<file path="src/rtl/core/rtc_pkg.sv">
// Package for the relocation table checker: transaction structs, status codes,
// per-table state record and shared constants. No dependencies.
package rtc_pkg;

	localparam int unsigned OffsetWidth = 33;
	localparam int unsigned CountWidth  = 32;

	// Offset advance for a skip byte, and minimum spacing of relocations
	localparam logic [OffsetWidth-1:0] SkipStep = 33'd254;
	localparam logic [OffsetWidth-1:0] MinGap   = 33'd4;

	// Marker bytes
	localparam logic [7:0] EndMarker = 8'd0;
	localparam logic [7:0] SkipByte  = 8'd1;

	typedef enum logic [2:0] {
		ST_SCAN     = 3'd0,
		ST_DONE     = 3'd1,
		ST_MISALIGN = 3'd2,
		ST_RANGE    = 3'd3,
		ST_TRUNC    = 3'd4,
		ST_ODD      = 3'd5,
		ST_OVERLAP  = 3'd6,
		ST_ZERO     = 3'd7
	} status_t;

	// Input transaction: one byte of the relocation buffer
	typedef struct packed {
		logic [7:0] data_byte;
		logic       first_byte;
		logic       last_byte;
	} in_t;

	// Output transaction: status after each byte
	typedef struct packed {
		status_t               status;
		logic [CountWidth-1:0] reloc_count;
		logic [CountWidth-1:0] table_length;
		logic [CountWidth-1:0] overlay_length;
	} out_t;

	// Scan state carried from byte to byte
	typedef struct packed {
		logic [CountWidth-1:0]  byte_position;
		logic [OffsetWidth-1:0] current_offset;
		logic [OffsetWidth-1:0] previous_offset;
		logic [CountWidth-1:0]  count_so_far;
		logic [CountWidth-1:0]  table_bytes;
		logic [CountWidth-1:0]  trailing_bytes;
		status_t                scan_status;
	} table_state_t;

	localparam table_state_t TableStateClear = '{
		byte_position:   '0,
		current_offset:  '0,
		previous_offset: '0,
		count_so_far:    '0,
		table_bytes:     '0,
		trailing_bytes:  '0,
		scan_status:     ST_SCAN
	};

endpackage

</file>
<file path="src/rtl/core/rtc_step.sv">
// Next-state logic for one relocation table byte: offset assembly, step decode,
// alignment, range and overlap checks. Depends on rtc_pkg.
module rtc_step (
	input  rtc_pkg::table_state_t cur,
	input  rtc_pkg::in_t          item,
	input  logic [31:0]           image_size,
	output rtc_pkg::table_state_t nxt
);
	import rtc_pkg::*;

	function automatic logic [CountWidth-1:0] sat_inc(input logic [CountWidth-1:0] v);
		sat_inc = (&v) ? v : v + 1'b1;
	endfunction

	// Alignment first, then image bound, then early end of buffer
	function automatic status_t check_offset(
		input logic [OffsetWidth-1:0] off,
		input logic [31:0]            size,
		input logic                   last
	);
		logic [OffsetWidth:0] top;
		top = {1'b0, off} + {1'b0, MinGap};
		if (off[0])
			check_offset = ST_MISALIGN;
		else if (top > {2'b00, size})
			check_offset = ST_RANGE;
		else if (last)
			check_offset = ST_TRUNC;
		else
			check_offset = ST_SCAN;
	endfunction

	table_state_t           base;
	logic [OffsetWidth-1:0] shifted;
	logic [OffsetWidth-1:0] advanced;
	logic [OffsetWidth-1:0] gap;
	logic [OffsetWidth-1:0] start_off;
	logic                   in_header;

	always_comb begin
		// A first byte restarts the table
		base      = item.first_byte ? TableStateClear : cur;
		in_header = (base.byte_position[CountWidth-1:2] == '0);
		shifted   = {base.current_offset[OffsetWidth-9:0], item.data_byte};
		start_off = {1'b0, shifted[31:0]};
		advanced  = base.current_offset + ((item.data_byte == SkipByte) ? SkipStep :
			{{(OffsetWidth-8){1'b0}}, item.data_byte});
		gap       = advanced - base.previous_offset;
		nxt       = base;

		unique case (base.scan_status)
			ST_DONE: begin
				nxt.trailing_bytes = sat_inc(base.trailing_bytes);
			end
			ST_SCAN: begin
				if (in_header) begin
					// Big-endian start offset, one byte at a time
					nxt.byte_position = base.byte_position + 1'b1;
					if (base.byte_position[1:0] == 2'd3) begin
						nxt.current_offset  = start_off;
						nxt.previous_offset = start_off;
						nxt.count_so_far    = {{(CountWidth-1){1'b0}}, 1'b1};
						if (start_off == '0)
							nxt.scan_status = ST_ZERO;
						else
							nxt.scan_status = check_offset(start_off, image_size,
								item.last_byte);
					end else begin
						nxt.current_offset = shifted;
						if (item.last_byte)
							nxt.scan_status = ST_TRUNC;
					end
				end else begin
					nxt.byte_position = sat_inc(base.byte_position);
					priority if (item.data_byte == EndMarker) begin
						nxt.scan_status = ST_DONE;
						nxt.table_bytes = sat_inc(base.byte_position);
					end else if (item.data_byte == SkipByte) begin
						nxt.current_offset = advanced;
						nxt.scan_status    = check_offset(advanced, image_size,
							item.last_byte);
					end else if (item.data_byte[0]) begin
						nxt.scan_status = ST_ODD;
					end else begin
						nxt.current_offset = advanced;
						if (gap < MinGap) begin
							nxt.scan_status = ST_OVERLAP;
						end else begin
							nxt.previous_offset = advanced;
							nxt.count_so_far    = sat_inc(base.count_so_far);
							nxt.scan_status     = check_offset(advanced, image_size,
								item.last_byte);
						end
					end
				end
			end
			default: begin
				// Error codes are sticky until a new table starts
				nxt = base;
			end
		endcase
	end

endmodule

</file>
<file path="src/rtl/core/relocation_table_checker_core.sv">
// Top level of the relocation table checker: input stage, scan state, result
// register and image size register. Depends on rtc_pkg and rtc_step.
//
//  channel | signals                     | transaction
//  --------+-----------------------------+-------------------------------------
//  in      | in_valid, in_stall, in_data | one table byte with first/last marks
//  out     | out_valid, out_stall, out_data | status and counts after that byte
//  cfg     | cfg_we, cfg_data            | image_size write, no read-back
//
// One byte per cycle sustained while out_stall is low; each byte is registered in the input
// stage and then held in the result register until taken.
// The step logic (one 33-bit add, one subtract and compares) sits between them.
// arst_n clears the scan state, image_size and both valid flags.
// A held result stalls the input stage; the input stage stalls the input only
// when it is full and cannot move forward.
module relocation_table_checker_core (
	input  logic          clk,
	input  logic          arst_n,
	input  logic          in_valid,
	output logic          in_stall,
	input  rtc_pkg::in_t  in_data,
	output logic          out_valid,
	input  logic          out_stall,
	output rtc_pkg::out_t out_data,
	input  logic          cfg_we,
	input  logic [31:0]   cfg_data
);
	import rtc_pkg::*;

	logic         valid_s1;
	in_t          item_s1;
	table_state_t state_q;
	table_state_t state_nxt;
	logic [31:0]  image_size_q;
	logic         out_valid_q;
	out_t         out_q;
	logic         advance;
	logic         in_take;

	// Result register free or being emptied this cycle
	assign advance  = !out_valid_q || !out_stall;
	assign in_stall = valid_s1 && !advance;
	assign in_take  = in_valid && !in_stall;

	rtc_step u_step (
		.cur        (state_q),
		.item       (item_s1),
		.image_size (image_size_q),
		.nxt        (state_nxt)
	);

	// Configuration register
	always_ff @(posedge clk or negedge arst_n) begin
		if (!arst_n) begin
			image_size_q <= '0;
		end else if (cfg_we) begin
			image_size_q <= cfg_data;
		end
	end

	// Input stage
	always_ff @(posedge clk or negedge arst_n) begin
		if (!arst_n) begin
			valid_s1 <= 1'b0;
		end else if (in_take) begin
			valid_s1 <= 1'b1;
		end else if (advance) begin
			valid_s1 <= 1'b0;
		end
	end

	always_ff @(posedge clk) begin
		if (in_take) begin
			item_s1 <= in_data;
		end
	end

	// Scan state updates when the staged byte moves to the result register
	always_ff @(posedge clk or negedge arst_n) begin
		if (!arst_n) begin
			state_q <= TableStateClear;
		end else if (valid_s1 && advance) begin
			state_q <= state_nxt;
		end
	end

	// Result register
	always_ff @(posedge clk or negedge arst_n) begin
		if (!arst_n) begin
			out_valid_q <= 1'b0;
		end else if (advance) begin
			out_valid_q <= valid_s1;
		end
	end

	always_ff @(posedge clk) begin
		if (valid_s1 && advance) begin
			out_q.status         <= state_nxt.scan_status;
			out_q.reloc_count    <= state_nxt.count_so_far;
			out_q.table_length   <= state_nxt.table_bytes;
			out_q.overlay_length <= state_nxt.trailing_bytes;
		end
	end

	assign out_valid = out_valid_q;
	assign out_data  = out_q;

endmodule

</file>
<file path="config.mk">
export PLATFORM = sky130hd
export DESIGN_NAME = relocation_table_checker_core
export DESIGN_NICKNAME = d
export VERILOG_FILES = /design/src/rtl/core/rtc_pkg.sv /design/src/rtl/core/rtc_step.sv /design/src/rtl/core/relocation_table_checker_core.sv
export SDC_FILE = /design/constraint.sdc
export NUM_CORES = 1
export LEC_CHECK = 0
export ABC_AREA = 1
export BUFFER_PORTS_ARGS = -buffer_cell sky130_fd_sc_hd__buf_4
export CAP_MARGIN = 10
export CELL_PAD_IN_SITES_DETAIL_PLACEMENT = 1
export CELL_PAD_IN_SITES_GLOBAL_PLACEMENT = 1
export CORE_ASPECT_RATIO = 0.6
export CORE_MARGIN = 2
export CORE_UTILIZATION = 46
export DETAILED_ROUTE_END_ITERATION = 16
export GPL_TIMING_DRIVEN = 0
export PLACE_DENSITY = 0.81
export SYNTH_ARGS = -nofsm -noshare
export SYNTH_HDL_FRONTEND = slang
export SYNTH_HIERARCHICAL = 1
export SYNTH_SLANG_ARGS = --single-unit
export TNS_END_PERCENT = 1
</file>
<file path="constraint.sdc">
create_clock -name clk -period 6 [get_ports clk]
set_input_delay 0.6 -clock clk [delete_from_list [all_inputs] [get_ports clk]]
set_output_delay 0.6 -clock clk [all_outputs]
set_load 0.05 [all_outputs]
</file>
==> metrics, run 1 <==
outcome=finished with violations; failing checks=setup timing; wire per inst=about 25 um; Buf/Inv on CP=1; ratio of final minimum period to clock period=103%; Clock Skew=roughly 23 ps; grt ovf=0; Worst-Margin Slew=~1100 ps; routed vias/inst=6.04; Routed WL=between 100000 and 150000 um; Setup WS post-layout=-170 ps; sequential fraction of the synthesis area=roughly a third; clock sink count=340; Synth Area in XOR/XNOR=~4.1%; Setup TNS Final=-880 ps; highest metal used=met5; area growth from synthesis to layout=22.9%; first-pass GRT wire length=approximately 180000 um; M1 WL=around 56000 um; Seq. cell area=between 0.009 and 0.01 mm2; initial antenna violation count=4; ANT nets after route=0; final net count=approximately 4300; DRC viols=0; simple-gate share of the synthesized area=36.0%; wire length on met3=between 15000 and 20000 um; internal power=between 6000 and 7000 uW; drt pass-1 iters=8; Cells after Synth=between 3000 and 4000; post-synthesis compound-gate area fraction=a little under a tenth; dpl hpwl=between 90000 and 100000 um; switching share of power=between 50% and 60%; post-synthesis mux area share=0%; vias in the first global route=28600; initial drt markers=3387; area of the multi-input gates=around 0.016 mm2; Worst Setup SP=item_s1[6]; critical setup path kind=reg2reg; Reg clk slew, reported paths=about 70 ps; CP max stage delay=about 440 ps; Area after DPL=0.0285 mm2; max_cap viols=0; Stages on worst setup path=37; Setup-failing EPs final=13; clock power share=~18%; Die ar.=0.0593 mm2; via count=30000; Top FF cell, synth=dfrtp_1; RSZ-0062 raised after global routing=true; cell area after synthesis=approximately 0.026 mm2; Synth Net Count=~4000; IO Pins=around 150; EDFF count, synth=109; worst path required time=between 6000 and 7000 ps; Max Root-Sink Buffers=3; Final GP Congestion=around 1; main combinational cell family by area after synthesis=simple AND/OR/NAND/NOR gates; Comb pwr share=between 50% and 60%; startpoint types=flip-flop; adder-cell share of the synthesized area=under 10%; CP endpoint kind=flip-flop; f_max=about 0.16 GHz; die height=189 um; Placed Cells incl. Taps=4770; reg2reg start=item_s1[6]; Distinct cells, synth=60; CTS H-Tree Depth=2; final slew viol count=0; Die X-Extent=~310 um; end point of the critical path=state_q[2]; Skew-Pair Late Insertion Delay=between 500 and 600 ps; fin cells=roughly 5000; r2r endpoint=state_q[2]; Starting Density=46.8%; P_sw=just under 7000 uW; r2r setup slk=-170 ps; CTS Buf Count=36; Hold Crit Class=in2reg; leak pwr=around 0.016 uW; met2 WL=about 50000 um; largest net degree at the start of global routing=between 90 and 100; CP max-delay cell=edfxtp_1; clk root buf=clkbuf_16; Worst VDD drop=roughly 0.00019 V; Syn. warnings=6; share of cells above drive strength 1=between 10% and 20%; Final Hold Viols=0; fin crit period=approximately 6200 ps; asr flop ratio synth=around two thirds; Crit Path Max Fanout=3; Reg2Reg Depth=37; PortBufs=roughly 150; Flop pwr share=~23%; CTS tree=built; post-route cell area=around 0.032 mm2; core area=around 0.056 mm2; Worst Path Arrival=6680 ps; # rows=67; Seq cells post-synth=340; critical path's top delay family=simple AND/OR/NAND/NOR gates; syn_area_per_cell=between 6 and 7 um2; gr usage total=40.4%; DP Worst Slack=-2500 ps; fill cell count=7285; Power Dens Cells=slightly above 400 mW/mm2; worst rel slew slack=between 20% and 30%
## per-stage QoR
stage,total power [uW],hold WS (ps),utilization [%]
3_5_place_dp,9470,459,50.6
2_1_floorplan,7270,304,-
5_1_grt,13900,195,57.5
3_3_place_gp,9290,453,50.5
4_1_cts,12300,188,55.0
6_report,13300,197,57.5
## worst min-delay path by stage
stage	cells after the start	slack, ps	start	end
final	1	200	in_data[4]	item_s1[4]
after detailed placement	2	460	state_q[178]	state_q[178]
after floorplan	0	300	arst_n	image_size_q[0]
after global routing	1	200	in_data[4]	item_s1[4]
after CTS	1	190	in_data[4]	item_s1[4]
after global placement	2	450	state_q[189]	state_q[189]
## Yosys cell counts, types with 76 or more instances
cell type / instances / area share (%)
a21oi_1: 147 / 2.8
dfrtp_1: 231 / 22
edfxtp_1: 109 / 12
ha_1: 109 / 5.2
inv_1: 501 / 7.1
nand2_1: 1118 / 16
nand3_1: 382 / 7.3
nand4_1: 76 / 1.8
nor2_1: 388 / 5.5
nor3_1: 76 / 1.4
o21ai_0: 142 / 2.7
xor2_1: 99 / 3.3
## layout make-up
class / instances / area share, %
multi-input cells: 2842 / 49.2
flip-flops and latches: 340 / 28.0
repair buffers: 275 / 6.90
inverters: 530 / 6.37
clock buffers: 49 / 3.12
plain buffers: 149 / 3.01
well taps: 759 / 2.93
clock inverters: 17 / 0.483
diodes: 2 / 0.0155
## power by group through the flow
stage	logic, uW	registers, uW	clock network, uW
floorplan	4130	3150	0
global placement	6270	3010	0
detailed placement	6450	3020	0
CTS	6950	2980	2360
global route	8460	3030	2450
finish	7950	3000	2350
## logic make-up (layout without fill, tap and decap cells)
kind of cell,count (synthesis),after routing
DFF,340,340
xor gates and xnor gates,121,121
adders and majority gates,110,110
AOI/OAI and AO/OA,433,433
other,0,2
and+or+nand+nor,2178,2178
buffers and inverters,680,1020
## sequential cells by signal, summed over array words and instances (netlist names)
signal and flops:
out_valid 1, state_q 197, out_data 99, item_s1 10
valid_s1 1, image_size_q 32
## metal layers
metal | vias to the layer above | global-route usage [%]
li1 | 13200 | -
met1 | 14900 | 60.2
met2 | 1649 | 54.1
met3 | 250 | 15.6
met4 | 2 | 9.50
met5 | - | 0.568
## repair_timing
action	4_1_cts	5_1_grt
buffers inserted	67	57
hold buffers	1	0
hold endpoints to repair	44	0
setup endpoints to repair	123	106
pin swaps	36	94
resized for setup	184	228
gates cloned	0	1
## cells in the final DEF (no fill, tap or decap), drive strengths merged, types with 3 or more instances in the layout
master | synthesis | routed
clkinv | 3 | 13
nand4 | 80 | 80
and2 | 5 | 5
clkinvlp | 0 | 10
a31oi | 6 | 6
xnor2 | 19 | 19
o211ai | 16 | 16
o22ai | 16 | 16
a22o | 9 | 9
a21oi | 147 | 147
o21ai | 168 | 168
edfxtp | 109 | 109
o31ai | 3 | 3
dfrtp | 231 | 231
o221ai | 7 | 7
a22oi | 18 | 18
o21bai | 7 | 7
a211oi | 5 | 5
ha | 109 | 109
xor2 | 102 | 102
clkbuf | 46 | 96
nand2 | 1145 | 1145
inv | 527 | 522
or2 | 3 | 3
nand3b | 8 | 8
nand3 | 391 | 391
a221oi | 22 | 22
buf | 104 | 375
nor4 | 27 | 27
nor3 | 88 | 88
nor2 | 428 | 428
No activity file was read; power rests on OpenSTA's default activity.
==> run 2: changes to the inputs <==
--- a/config.mk
+++ b/config.mk
@@ -12,10 +12,11 @@
 export CELL_PAD_IN_SITES_GLOBAL_PLACEMENT = 1
 export CORE_ASPECT_RATIO = 0.6
 export CORE_MARGIN = 2
-export CORE_UTILIZATION = 46
+export CORE_UTILIZATION = 40
 export DETAILED_ROUTE_END_ITERATION = 16
 export GPL_TIMING_DRIVEN = 0
-export PLACE_DENSITY = 0.81
+export PLACE_DENSITY = 0.71
+export SKIP_CTS_REPAIR_TIMING = 1
 export SYNTH_ARGS = -nofsm -noshare
 export SYNTH_HDL_FRONTEND = slang
 export SYNTH_HIERARCHICAL = 1
==> metrics, run 2 (synthesis gave the netlist of run 1 again) <==
outcome=finished with violations (unchanged); failing checks=setup timing (unchanged); Setup-failing EPs final=50 (was 13); Hold Slack=204 ps (was 197 ps); worst path required time=6340 ps (was 6510 ps); vias in the first global route=26800 (was 28600); Reg clk slew, reported paths=60 ps (was 70 ps); Die ar.=0.0680 mm2 (was 0.0593 mm2); # rows=72 (was 67); Max Root-Sink Buffers=3 (unchanged); leak pwr=0.0154 uW (was 0.0156 uW); clk root buf=clkbuf_16 (unchanged); overall power=13000 uW (was 13300 uW); Biggest register=state_q (unchanged); Setup WS post-layout=-187 ps (was -170 ps); wire per inst=24.0 um (was 25.2 um); routed vias/inst=5.69 (was 6.04); Seq. cell area=0.00905 mm2 (unchanged); grt ovf=0 (unchanged); Final Hold Viols=0 (unchanged); max reg flops=197 (unchanged); Die X-Extent=335 um (was 313 um); ratio of final minimum period to clock period=103% (about the same); Routed WL=121000 um (was 125000 um); CP max-delay cell=edfxtp_1 (unchanged); Worst-Margin Slew=1040 ps (was 1060 ps); clock sink count=340 (unchanged); hold path startpoint=in_data[4] (unchanged); commonest non-fill, non-tap cell in the layout=nand2_1 (unchanged); Hold Crit Class=in2reg (unchanged); CP endpoint kind=flip-flop (unchanged); Starting Density=40.7% (was 46.8%); fill cell count=8338 (was 7285); Crit Path Max Fanout=9 (was 3); first-pass GRT wire length=174000 um (was 182000 um); Final GP Congestion=1.01 (about the same); Power Dens Cells=406 mW/mm2 (was 411 mW/mm2); ANT nets after route=0 (unchanged); CTS Buf Count=37 (was 36); dpl hpwl=93600 um (was 92400 um); fin crit period=6190 ps (was 6170 ps); CTS tree=built (unchanged); initial drt markers=2921 (was 3387); max_cap viols=0 (unchanged); PortBufs=146 (unchanged); RSZ-0062 raised after global routing=true (unchanged); via count=28600 (was 30000); r2r setup slk=-190 ps (was -170 ps); area growth from synthesis to layout=22.0% (was 22.9%); Hold Path End=item_s1[4] (unchanged); area of the multi-input gates=0.0158 mm2 (was 0.0159 mm2); antenna cell count=0 (was 2); Skew-Pair Late Insertion Delay=600 ps (was 590 ps); initial antenna violation count=1 (was 4); f_max=0.162 GHz (about the same); IO Pins=148 (unchanged); core area=0.0648 mm2 (was 0.0563 mm2); Clock Skew=42.3 ps (was 22.9 ps); final net count=4308 (was 4331); drt pass-1 iters=6 (was 8); CTS H-Tree Depth=2 (unchanged); most frequent cells in the layout=1047 x nand2_1, 475 x inv_1, 367 x nand3_1 (was 1039 x nand2_1, 476 x inv_1, 364 x nand3_1); Reg2Reg Depth=38 (was 37); die height=203 um (was 189 um); gr usage total=34.1% (was 40.4%); Worst Path Arrival=6530 ps (was 6680 ps); worst rel slew slack=30.8% (was 29.2%); DRC viols=0 (unchanged); final slew viol count=0 (unchanged); critical setup path kind=reg2reg (unchanged); CP max stage delay=420 ps (was 440 ps); r2r endpoint=out_data[96] (was state_q[2]); largest net degree at the start of global routing=100 (was 97); WHS Path Cells=1 (unchanged); startpoint types=flip-flop (unchanged); reg2reg start=item_s1[9] (was item_s1[6]); cell mode on critical path=nand2_2; Worst VDD drop=0.000244 V (was 0.000194 V); share of cells above drive strength 1=18.2% (was 18.8%)
==> run 2: cell type report <==
type,count,share of cell area (%)
timing repair buffer,248,6.18
clock buffer,48,3.17
inverter,530,6.38
multi-input combinational,2844,49.1
tap,851,3.31
sequential,340,28.2
buffer,150,3.03
clock inverter,19,0.670
==> run 2: report_power, final <==
part           internal [uW]  total, uW  switching [uW]
logic                   2280       7590            5310
clock network           1380       2460            1080
registers               2750       2980             234
==> run 2: worst max path at each step <==
stage | start | end | slack, ps | cells past startpoint
after global placement | item_s1[1] | state_q[2] | -2690 | 38
after floorplan | item_s1[1] | out_data[98] | 620 | 37
after detailed placement | item_s1[1] | state_q[2] | -2680 | 38
after global routing | item_s1[9] | state_q[127] | -390 | 36
final | item_s1[9] | out_data[96] | -190 | 38
after CTS | item_s1[1] | state_q[2] | -2700 | 38
==> run 2: critical path, delay by kind of cell, from the launching register on <==
kind / cells / cell delay, ps
adder cells (fa/ha/maj): 2 / 570
buffers and inverters: 7 / 940
AND/OR/NAND/NOR: 21 / 2710
flip-flops: 1 / 420
XOR/XNOR: 1 / 340
AO/OA/AOI/OAI: 7 / 940
==> run 2: layer usage <==
| metal | up-vias | routed length (um) | global-route usage, % |
|---|---|---|---|
| met5 | - | 145 | 2.27 |
| met4 | 2 | 1770 | 6.07 |
| met3 | 118 | 14600 | 12.2 |
| met2 | 1241 | 45400 | 43.1 |
| met1 | 14100 | 58900 | 54.0 |
| li1 | 13100 | - | - |
==> run 2: per-stage QoR <==
step                std cells  util (%)  worst slack (ps)  TNS [ps]  instance area [um2]
floorplan                3862         -               620         0                26300
global placement         4859      44.0             -2690   -202480                28500
detailed placement       4862      44.2             -2680   -205460                28600
CTS                      4929      46.1             -2700   -210090                29800
global route             5030      49.6              -389    -30900                32100
finish                   5030      49.6              -187     -2830                32100
